**config.mk**
```make
export PLATFORM = sky130hd
export DESIGN_NAME = software_timer_bank_top
export DESIGN_NICKNAME = d
export VERILOG_FILES = /design/src/rtl/stb_pkg.sv /design/src/rtl/stb_ctrl.sv /design/src/rtl/stb_datapath.sv /design/src/rtl/software_timer_bank_top.sv
export SDC_FILE = /design/constraint.sdc
export NUM_CORES = 1
export LEC_CHECK = 0
export BUFFER_PORTS_ARGS = -buffer_cell sky130_fd_sc_hd__buf_2
export CORE_MARGIN = 2
export CORE_UTILIZATION = 60
export CTS_CLUSTER_SIZE = 25
export DETAILED_ROUTE_END_ITERATION = 10
export GPL_TIMING_DRIVEN = 0
export PLACE_DENSITY_LB_ADDON = 0.1
export SKIP_LAST_GASP = 1
export SLEW_MARGIN = 20
export SYNTH_ARGS = -nofsm -noshare
export SYNTH_HDL_FRONTEND = slang
export SYNTH_SLANG_ARGS = --single-unit
```
**constraint.sdc**
```tcl
create_clock -name clock -period 5.1 [get_ports clock]
set_input_delay 0.51 -clock clock [delete_from_list [all_inputs] [get_ports clock]]
set_output_delay 0.51 -clock clock [all_outputs]
set_load 0.02 [all_outputs]
```
**src/rtl/stb_pkg.sv**
```systemverilog
// Shared types and constants for the one-shot timer bank.
// No dependencies; imported by every module of the block.
`timescale 1ns / 1ps

package stb_pkg;

   localparam int CMD_W  = 2;
   localparam int IDX_W  = 8;
   localparam int DUR_W  = 32;
   localparam int TICK_W = 31;

   // Largest tick count a timer is loaded with.
   localparam logic [TICK_W-1:0] TICK_LIMIT = {1'b1, 30'd0};

   // Expiries reported per tick request; further expiries still idle their timers.
   localparam int MAX_RESULTS = 8;
   localparam int FIRE_CNT_W  = $clog2(MAX_RESULTS + 1);
   localparam int FIRE_PTR_W  = $clog2(MAX_RESULTS);

   typedef enum logic [CMD_W-1:0] {
      CMD_START = 2'd0,
      CMD_STOP  = 2'd1,
      CMD_QUERY = 2'd2,
      CMD_TICK  = 2'd3
   } command_type;

   // Controller to datapath.
   typedef struct packed {
      logic capture;
      logic div_step;
      logic load;
      logic respond;
      logic walk;
      logic tick_finish;
      logic emit;
   } ctrl_cmd_type;

   // Datapath to controller.
   typedef struct packed {
      logic req_is_tick;
      logic req_is_load;
      logic div_done;
      logic walk_done;
      logic emit_last;
   } ctrl_status_type;

endpackage

```
**src/rtl/stb_ctrl.sv**
```systemverilog
// Sequencing state machine of the timer bank.
// Depends on stb_pkg for the command and status structs.
`timescale 1ns / 1ps

module stb_ctrl
   import stb_pkg::*;
(
   input  logic            clock,
   input  logic            reset,
   input  logic            start,
   output logic            busy,
   input  ctrl_status_type status,
   output ctrl_cmd_type    cmd
);

   typedef enum logic [5:0] {
      S_IDLE = 6'b000001,
      S_DIV  = 6'b000010,
      S_LOAD = 6'b000100,
      S_RESP = 6'b001000,
      S_WALK = 6'b010000,
      S_EMIT = 6'b100000
   } state_type;

   state_type state_ff;
   state_type state_in;

   always_comb begin
      state_in = state_ff;
      cmd      = '0;
      unique case (state_ff)
         S_IDLE: begin
            if (start) begin
               cmd.capture = 1'b1;
               if (status.req_is_tick) begin
                  state_in = S_WALK;
               end else if (status.req_is_load) begin
                  state_in = S_DIV;
               end else begin
                  state_in = S_RESP;
               end
            end
         end
         S_DIV: begin
            cmd.div_step = 1'b1;
            if (status.div_done) begin
               state_in = S_LOAD;
            end
         end
         S_LOAD: begin
            cmd.load = 1'b1;
            state_in = S_RESP;
         end
         S_RESP: begin
            cmd.respond = 1'b1;
            state_in    = S_IDLE;
         end
         S_WALK: begin
            cmd.walk = 1'b1;
            if (status.walk_done) begin
               cmd.tick_finish = 1'b1;
               state_in        = S_EMIT;
            end
         end
         S_EMIT: begin
            cmd.emit = 1'b1;
            if (status.emit_last) begin
               state_in = S_IDLE;
            end
         end
         default: begin
            state_in = S_IDLE;
         end
      endcase
   end

   always_ff @(posedge clock) begin
      if (reset) begin
         state_ff <= S_IDLE;
      end else begin
         state_ff <= state_in;
      end
   end

   assign busy = (state_ff != S_IDLE);

endmodule

```
**src/rtl/stb_datapath.sv**
```systemverilog
// Datapath of the timer bank: count store, running flags, tick divider,
// expiry list and result register. Depends on stb_pkg.
`timescale 1ns / 1ps

module stb_datapath
   import stb_pkg::*;
#(
   parameter int NUM_TIMERS  = 8,
   parameter int MS_PER_TICK = 1
)(
   input  logic               clock,
   input  logic               reset,
   input  logic [CMD_W-1:0]   req_command,
   input  logic [IDX_W-1:0]   req_timer_index,
   input  logic [DUR_W-1:0]   req_duration_ms,
   input  ctrl_cmd_type       cmd,
   output ctrl_status_type    status,
   output logic               rsp_valid,
   output logic [IDX_W-1:0]   rsp_result_index,
   output logic               rsp_expired,
   output logic               rsp_running,
   output logic               rsp_any_active,
   output logic               rsp_last
);

   localparam int  IW       = (NUM_TIMERS > 1) ? $clog2(NUM_TIMERS) : 1;
   localparam int  CW       = $clog2(NUM_TIMERS + 1);
   localparam bit  DIV_POW2 = ((MS_PER_TICK & (MS_PER_TICK - 1)) == 0);
   localparam int  SHIFT    = $clog2(MS_PER_TICK);

   // Captured request
   command_type        cmd_ff;
   logic [IDX_W-1:0]   idx_ff;
   logic [DUR_W-1:0]   ms_ff;
   logic               idx_ok_ff;
   logic               idx_ok;

   // Timer state
   logic [TICK_W-1:0]     rem_mem [NUM_TIMERS];
   logic [TICK_W-1:0]     rem_q_ff;
   logic [NUM_TIMERS-1:0] run_ff;
   logic [NUM_TIMERS-1:0] run_in;
   logic                  tick_en_ff;

   // Walk pipeline
   logic [CW-1:0]  rd_ptr_ff;
   logic           p1_vld_ff;
   logic [IW-1:0]  p1_idx_ff;
   logic           any_acc_ff;
   logic           rd_more;
   logic [TICK_W-1:0] dec;
   logic           p1_run;
   logic           fire;

   // Expiry list
   logic [IDX_W-1:0]      fire_list_ff [MAX_RESULTS];
   logic [FIRE_CNT_W-1:0] fire_cnt_ff;
   logic [FIRE_CNT_W-1:0] emit_ptr_ff;

   // Count store write port
   logic              mem_we;
   logic [IW-1:0]     mem_addr;
   logic [TICK_W-1:0] mem_data;

   // Tick count
   logic [DUR_W:0]    ticks_full;
   logic [TICK_W-1:0] ticks_sat;
   logic              div_done;

   // Result register
   logic              rsp_valid_ff;
   logic [IDX_W-1:0]  rsp_index_ff;
   logic              rsp_expired_ff;
   logic              rsp_running_ff;
   logic              rsp_active_ff;
   logic              rsp_last_ff;

   assign idx_ok = ({1'b0, req_timer_index} < (IDX_W + 1)'(NUM_TIMERS));

   assign status.req_is_tick = (command_type'(req_command) == CMD_TICK);
   assign status.req_is_load = (command_type'(req_command) == CMD_START) && idx_ok
                               && (req_duration_ms != '0);
   assign status.div_done    = div_done;
   assign status.walk_done   = !rd_more && !p1_vld_ff;
   assign status.emit_last   = (fire_cnt_ff == '0)
                               || (emit_ptr_ff == (fire_cnt_ff - FIRE_CNT_W'(1)));

   always_ff @(posedge clock) begin
      if (cmd.capture) begin
         cmd_ff    <= command_type'(req_command);
         idx_ff    <= req_timer_index;
         ms_ff     <= req_duration_ms;
         idx_ok_ff <= idx_ok;
      end
   end

   // Duration to ticks, rounded up
   generate
      if (DIV_POW2) begin : g_shift
         logic [DUR_W:0] num_w;
         assign num_w      = {1'b0, ms_ff} + (DUR_W + 1)'(MS_PER_TICK - 1);
         assign ticks_full = num_w >> SHIFT;
         assign div_done   = 1'b1;
      end else begin : g_div
         // Floor division by the rounded-up reciprocal of MS_PER_TICK, exact for
         // any 33-bit dividend; apply its low and high halves on successive cycles
         localparam int              NUM_W  = DUR_W + 1;
         localparam int              HALF   = (NUM_W + 1) / 2;
         localparam int              PROD_W = NUM_W + 2 * HALF;
         localparam int              L      = $clog2(MS_PER_TICK);
         localparam logic [63:0]     RCP    = ((64'd1 << (NUM_W + L))
                                              + 64'(MS_PER_TICK - 1)) / 64'(MS_PER_TICK);
         localparam logic [HALF-1:0] RCP_LO = RCP[HALF-1:0];
         localparam logic [HALF-1:0] RCP_HI = RCP[2*HALF-1:HALF];
         logic [NUM_W-1:0]      num_ff;
         logic [HALF-1:0]       rcp_part;
         logic [NUM_W+HALF-1:0] prod;
         logic [PROD_W-1:0]     acc_ff;
         logic [1:0]            step_ff;

         assign rcp_part = (step_ff == 2'd0) ? RCP_LO : RCP_HI;
         assign prod     = (NUM_W + HALF)'(num_ff) * (NUM_W + HALF)'(rcp_part);
         assign div_done = (step_ff == 2'd2);

         always_ff @(posedge clock) begin
            if (cmd.capture) begin
               num_ff <= {1'b0, req_duration_ms} + NUM_W'(MS_PER_TICK - 1);
            end else if (cmd.div_step && !div_done) begin
               if (step_ff == 2'd0) begin
                  acc_ff <= PROD_W'(prod);
               end else begin
                  acc_ff <= acc_ff + {prod, HALF'(0)};
               end
            end
         end

         always_ff @(posedge clock) begin
            if (reset || cmd.capture) begin
               step_ff <= '0;
            end else if (cmd.div_step && !div_done) begin
               step_ff <= step_ff + 2'd1;
            end
         end

         assign ticks_full = NUM_W'(acc_ff >> (NUM_W + L));
      end
   endgenerate

   assign ticks_sat = (ticks_full > (DUR_W + 1)'(TICK_LIMIT)) ? TICK_LIMIT
                                                             : ticks_full[TICK_W-1:0];

   // Walk stage: decrement the count read in the previous cycle
   assign rd_more = (rd_ptr_ff < CW'(NUM_TIMERS));
   assign p1_run  = run_ff[p1_idx_ff];
   assign dec     = rem_q_ff - TICK_W'(1);
   assign fire    = p1_vld_ff && p1_run && (dec == '0);

   always_comb begin
      mem_we   = 1'b0;
      mem_addr = p1_idx_ff;
      mem_data = dec;
      if (cmd.load) begin
         mem_we   = 1'b1;
         mem_addr = idx_ff[IW-1:0];
         mem_data = ticks_sat;
      end else if (p1_vld_ff && p1_run) begin
         mem_we = 1'b1;
      end
   end

   always_ff @(posedge clock) begin
      if (mem_we) begin
         rem_mem[mem_addr] <= mem_data;
      end
      rem_q_ff <= rem_mem[rd_ptr_ff[IW-1:0]];
   end

   always_comb begin
      run_in = run_ff;
      if (cmd.load) begin
         run_in[idx_ff[IW-1:0]] = 1'b1;
      end
      if (cmd.respond && idx_ok_ff && (cmd_ff == CMD_STOP)) begin
         run_in[idx_ff[IW-1:0]] = 1'b0;
      end
      if (fire) begin
         run_in[p1_idx_ff] = 1'b0;
      end
   end

   always_ff @(posedge clock) begin
      if (reset) begin
         run_ff     <= '0;
         tick_en_ff <= 1'b0;
      end else begin
         run_ff <= run_in;
         if (cmd.load) begin
            tick_en_ff <= 1'b1;
         end else if (cmd.tick_finish && !any_acc_ff) begin
            tick_en_ff <= 1'b0;
         end
      end
   end

   always_ff @(posedge clock) begin
      if (reset || cmd.capture) begin
         rd_ptr_ff   <= '0;
         p1_vld_ff   <= 1'b0;
         any_acc_ff  <= 1'b0;
         fire_cnt_ff <= '0;
         emit_ptr_ff <= '0;
      end else begin
         p1_vld_ff <= cmd.walk && rd_more;
         if (cmd.walk && rd_more) begin
            rd_ptr_ff <= rd_ptr_ff + CW'(1);
         end
         if (p1_vld_ff && p1_run && !fire) begin
            any_acc_ff <= 1'b1;
         end
         if (fire && (fire_cnt_ff < FIRE_CNT_W'(MAX_RESULTS))) begin
            fire_cnt_ff <= fire_cnt_ff + FIRE_CNT_W'(1);
         end
         if (cmd.emit) begin
            emit_ptr_ff <= emit_ptr_ff + FIRE_CNT_W'(1);
         end
      end
   end

   always_ff @(posedge clock) begin
      p1_idx_ff <= rd_ptr_ff[IW-1:0];
      if (fire && (fire_cnt_ff < FIRE_CNT_W'(MAX_RESULTS))) begin
         fire_list_ff[fire_cnt_ff[FIRE_PTR_W-1:0]] <= IDX_W'(p1_idx_ff);
      end
   end

   // Result register
   always_ff @(posedge clock) begin
      if (reset) begin
         rsp_valid_ff <= 1'b0;
      end else begin
         rsp_valid_ff <= cmd.respond || cmd.emit;
      end
   end

   always_ff @(posedge clock) begin
      if (cmd.respond) begin
         rsp_index_ff   <= idx_ff;
         rsp_expired_ff <= 1'b0;
         rsp_running_ff <= idx_ok_ff && (cmd_ff != CMD_STOP) && run_ff[idx_ff[IW-1:0]];
         rsp_active_ff  <= tick_en_ff;
         rsp_last_ff    <= 1'b1;
      end else if (cmd.emit) begin
         rsp_running_ff <= 1'b0;
         rsp_active_ff  <= tick_en_ff;
         rsp_last_ff    <= status.emit_last;
         if (fire_cnt_ff == '0) begin
            rsp_index_ff   <= '0;
            rsp_expired_ff <= 1'b0;
         end else begin
            rsp_index_ff   <= fire_list_ff[emit_ptr_ff[FIRE_PTR_W-1:0]];
            rsp_expired_ff <= 1'b1;
         end
      end
   end

   assign rsp_valid        = rsp_valid_ff;
   assign rsp_result_index = rsp_index_ff;
   assign rsp_expired      = rsp_expired_ff;
   assign rsp_running      = rsp_running_ff;
   assign rsp_any_active   = rsp_active_ff;
   assign rsp_last         = rsp_last_ff;

endmodule

```
**src/rtl/software_timer_bank_top.sv**
```systemverilog
// Top level of the one-shot timer bank: controller plus datapath.
// Depends on stb_pkg, stb_ctrl and stb_datapath.
`timescale 1ns / 1ps
//
// Usage
//   Request channel: drive req_command, req_timer_index and req_duration_ms
//   with start high; the request is taken at the edge where start is high and
//   busy is low. Commands: start (load a timer), stop, query, tick.
//   Result channel: each result shows for exactly one cycle with rsp_valid
//   high. The receiver cannot stall, so results are never held or dropped;
//   rsp_last marks the final result of a request.
//   Steps while busy is high after the request is taken:
//     stop, query, ignored start : respond, result in the following cycle
//     start, MS_PER_TICK a power of two : shift-and-round of the duration
//     start, other MS_PER_TICK : reciprocal multiply, two partial products
//     tick : walk the count store, then one result per
//            reported expiry (one status result when none expire)
//   The tick walk is bounded by the single read port of the count store, which
//   visits one timer per cycle. A new request may be taken in the same cycle
//   that the last result of the previous one is shown.
//   Reset idles every timer and clears the tick enable; no clearing pass is
//   needed since a count is only used while its running flag is set.
//

module software_timer_bank_top
   import stb_pkg::*;
#(
   parameter int NUM_TIMERS  = 8,
   parameter int MS_PER_TICK = 1
)(
   input  logic               clock,
   input  logic               reset,
   input  logic               start,
   output logic               busy,
   input  logic [CMD_W-1:0]   req_command,
   input  logic [IDX_W-1:0]   req_timer_index,
   input  logic [DUR_W-1:0]   req_duration_ms,
   output logic               rsp_valid,
   output logic [IDX_W-1:0]   rsp_result_index,
   output logic               rsp_expired,
   output logic               rsp_running,
   output logic               rsp_any_active,
   output logic               rsp_last
);

   ctrl_cmd_type    ctrl_cmd;
   ctrl_status_type ctrl_status;

   // Sequence each request through its states
   stb_ctrl u_ctrl (
      .clock  (clock),
      .reset  (reset),
      .start  (start),
      .busy   (busy),
      .status (ctrl_status),
      .cmd    (ctrl_cmd)
   );

   // Hold the timers and build the results
   stb_datapath #(
      .NUM_TIMERS  (NUM_TIMERS),
      .MS_PER_TICK (MS_PER_TICK)
   ) u_datapath (
      .clock            (clock),
      .reset            (reset),
      .req_command      (req_command),
      .req_timer_index  (req_timer_index),
      .req_duration_ms  (req_duration_ms),
      .cmd              (ctrl_cmd),
      .status           (ctrl_status),
      .rsp_valid        (rsp_valid),
      .rsp_result_index (rsp_result_index),
      .rsp_expired      (rsp_expired),
      .rsp_running      (rsp_running),
      .rsp_any_active   (rsp_any_active),
      .rsp_last         (rsp_last)
   );

endmodule

```
==> flow_summary.json <==
{
  "syn_nets": 1039,
  "port_buffers": 57,
  "synthesis.yosys.warnings": 0,
  "design.die.area_um2": 28090,
  "cts_hold_buffers": 0,
  "number_of_diodes_added_for_antenna_fixing": 0,
  "initial_utilization_pct": 61.44,
  "multiInputGateArea_um2": 4688,
  "timing.final.ws_setup_ns": 1.042,
  "report.final.hold_viol_count": 0,
  "fin_worst_skew_ns": 0.01868,
  "grt_max_degree": 21,
  "ios": 59,
  "synthesized_instance_count": 988,
  "postLayoutCoreUtil_pct": 70.08,
  "reg2reg_depth": 10,
  "edff_count_synth": 325,
  "layout.area.seq_um2": 11140,
  "cts.htree.levels": 2,
  "run_status": "finished clean",
  "final_net_count": 1148,
  "clkSlewWorstSetupHoldPaths_ns": 0.06,
  "register_bit_count_reported_by_yosys": 394,
  "dr.pass1.iters": 6,
  "die_height_um": 167.6,
  "critPathSlowestCell": "nor4_1",
  "period_needed_ns": 4.058,
  "worst_setup_path_end_kind": "flop",
  "timing.setup.critical_path_class": "flop to flop",
  "ctsResizeCount": 0,
  "worst_hold_path.num_cells": 1,
  "fin_crit_sh_pct": 79.56,
  "gp_congestion": 0.8872,
  "yosys_most_used_dff": "edfxtp_1",
  "start_kind": "flop",
  "cts-buffers-inserted": 40,
  "peakVddDrop_v": 0.0003009,
  "cts-root-to-sink-buffers": 3,
  "synth.cell_area_um2": 16060,
  "gr-total-overflow": 0,
  "postPlaceCellArea_um2": 17100,
  "worst_path_cell_chain": "inv_1 > ha_1 > buf_4 > nor3b_4 > nand2_2 > nor2_1 > nand3b_1 > a2111oi_4 > nand3_4 > nor4_1",
  "worst_slew_pin_slew_ns": 1.084,
  "final_layout_size_suffix_gt1_share_pct": 23.25,
  "fillerInstances": 1718,
  "final_standard_cell_area_without_fillers_um2": 18310,
  "postSynthAreaPerCell_um2": 16.25,
  "via_count": 9205,
  "crit_fanout": 10,
  "first_global_vias": 9149,
  "antenna_found_initial": 0,
  "cts_root_buf": "clkbuf_16",
  "synth_sequential_area_ratio_pct": 69.38,
  "pre_cts_ws_ns": 1.071,
  "power_leakage_nw": 5.670,
  "wire_length_of_the_first_global_routing_pass_um": 53860,
  "critPathRequiredTime_ns": 5.25,
  "critical_path.max_stage_delay_ns": 0.67,
  "timing.critical_path.arrival_ns": 4.20,
  "route.final.wire_length_um": 34930,
  "synth-async-reset-ratio_pct": 0,
  "cts_setup_buffers": 0,
  "area_delta_synth_final_pct": 14.06,
  "timing.final.max_slew_violations": 0,
  "dp.final_hpwl_um": 23420,
  "drtIter0Drc": 920,
  "clock_sinks": 394,
  "die_width_um": 167.6,
  "drc_errors": 0,
  "synth.lib_cells_used.distinct": 66,
  "cts_tree": "done",
  "max_cap_violations": 0,
  "routed_wire_length_per_instance_um": 23.89,
  "postRouteAntennaNets": 0,
  "finalSetupViolations": 0,
  "worst_skew_pair.late_latency_ns": 0.52,
  "core_footprint_um2": 26130,
  "maxSlewHeadroom_pct": 26.76,
  "power_density_nw_per_um2": 351.1,
  "cell_row_count": 59,
  "rsz0062_at_grt": "false",
  "grt_usage_pct": 25.66,
  "hold_path.class": "input port to flop",
  "fmax_achieved_ghz": 0.2464,
  "viasPerCell": 6.296
}
==> state kept, by name, summed over array words and instances (netlist names), 2 cells and up, named ones only <==
signal,count
u_datapath.fire_list_ff,24
u_datapath.run_ff,8
u_datapath.ms_ff,32
u_datapath.cmd_ff,2
u_datapath.fire_cnt_ff,4
u_ctrl.state_ff,6
u_datapath.p1_idx_ff,3
u_datapath.rem_q_ff,31
u_datapath.emit_ptr_ff,4
u_datapath.idx_ff,8
u_datapath.rsp_result_index,8
u_datapath.rd_ptr_ff,4
u_datapath.rem_mem,248
==> final timing paths <==
| kind | startpoint | endpoint | slack [ns] |
|---|---|---|---|
| worst max-delay path | u_datapath.rem_q_ff[0]$_DFF_P_ | u_datapath.fire_list_ff[1][0]$_DFFE_PP_ | 1.04 |
| worst max register to register | u_datapath.rem_q_ff[0]$_DFF_P_ | u_datapath.fire_list_ff[1][0]$_DFFE_PP_ | 1.04 |
| worst min-delay path | req_timer_index[2] | u_datapath.idx_ff[2]$_DFFE_PP_ | 0.16 |
| worst min register to register | u_datapath.rd_ptr_ff[2]$_SDFFE_PP0P_ | u_datapath.p1_idx_ff[2]$_DFF_P_ | 0.35 |
==> where the power goes <==
group / leakage, nW / total [mW] / switching (mW) / internal, mW
logic: 1.58 / 0.173 / 0.108 / 0.0651
clock network: 0.587 / 2.72 / 1.14 / 1.58
registers: 3.50 / 3.53 / 0.0294 / 3.50
==> through the flow <==
stage | power (mW) | TNS, ns | hold WS [ns] | cells
after floorplan | 3.686 | 0 | 0.3291 | 988
after global placement | 3.756 | -110.90 | 0.3321 | 1380
after detailed placement | 3.773 | 0 | 0.3358 | 1390
after CTS | 6.470 | 0 | 0.1515 | 1462
after global routing | 6.621 | 0 | 0.1605 | 1462
final | 6.431 | 0 | 0.1620 | 1462
==> cells in the mapped netlist (all sizes together), types with 5 or more instances <==
library cell	instances	area share [%]
edfxtp	325	61
dfxtp	69	8.6
mux4	68	9.5
nor2	59	1.4
nand2	51	1.2
clkbuf	37	0.86
nor4	34	1.8
mux2	32	2.2
nor3	32	1.1
o21ai	32	1.0
xnor2	28	1.5
a21oi	25	0.78
buf	18	0.60
inv	16	0.37
xor2	13	0.71
nand4	11	0.43
o21a	9	0.42
a31oi	8	0.31
nand3b	8	0.37
nor3b	8	0.48
nand3	7	0.30
and2	6	0.23
and3	6	0.23
ha	6	0.47
nand4b	6	0.37
or2	6	0.23
or4	6	0.33
a211oi	5	0.26
mux2i	5	0.31
o31ai	5	0.23
or3	5	0.19
==> cells in the final DEF, fill, tap and decap left out, types with 9 or more instances in the layout <==
cell / netlist / final
xnor2_1: 28 / 28
nor3_1: 30 / 30
buf_2: 5 / 62
clkbuf_16: 0 / 41
xor2_1: 13 / 13
nor4_1: 27 / 27
edfxtp_1: 325 / 325
nand4_1: 11 / 11
nor2_1: 59 / 50
nor2_4: 0 / 9
inv_1: 16 / 16
dfxtp_1: 69 / 69
clkbuf_1: 37 / 55
nand2_1: 50 / 50
mux2_2: 32 / 32
buf_16: 0 / 9
mux4_2: 68 / 68
o21a_1: 9 / 9
o21ai_0: 29 / 29
a21oi_1: 25 / 25
==> routing by layer <==
metal | vias up | GRT usage, % | wire length [um]
met5 | - | 0 | 0
met4 | 0 | 8.318 | 863
met3 | 71 | 3.474 | 2125
met2 | 347 | 42.11 | 16940
met1 | 4677 | 36.30 | 15000
li1 | 4110 | - | -
==> worst max-delay path: cells and delay by family, from the launching register on <==
kind                     cells  cell delay (ns)
adder cells (fa/ha/maj)      1             0.14
AND/OR/NAND/NOR              6             2.29
AO/OA/AOI/OAI                1             0.61
flip-flops                   1             0.40
buffers and inverters        2             0.24
==> layout make-up <==
class | instances | area share [%]
Sequential cell | 394 | 60.83
Multi-Input combinational cell | 523 | 25.60
Clock buffer | 62 | 6.197
Timing Repair Buffer | 67 | 3.020
Tap cell | 335 | 2.289
Buffer | 55 | 1.291
Clock inverter | 10 | 0.4441
Inverter | 16 | 0.3279
==> cells by family (layout without fill, tap and decap cells) <==
group	count (synthesis)	after routing	synth area share [%]
XOR/XNOR	41	41	2.236
buffers and inverters	71	210	1.839
AO/OA/AOI/OAI	117	117	4.987
adder cells (fa/ha/maj)	6	6	0.4675
AND/OR/NAND/NOR	254	254	8.992
flip-flops	394	394	69.38
multiplexers	105	105	12.09
(Power assumes the default switching activity.)
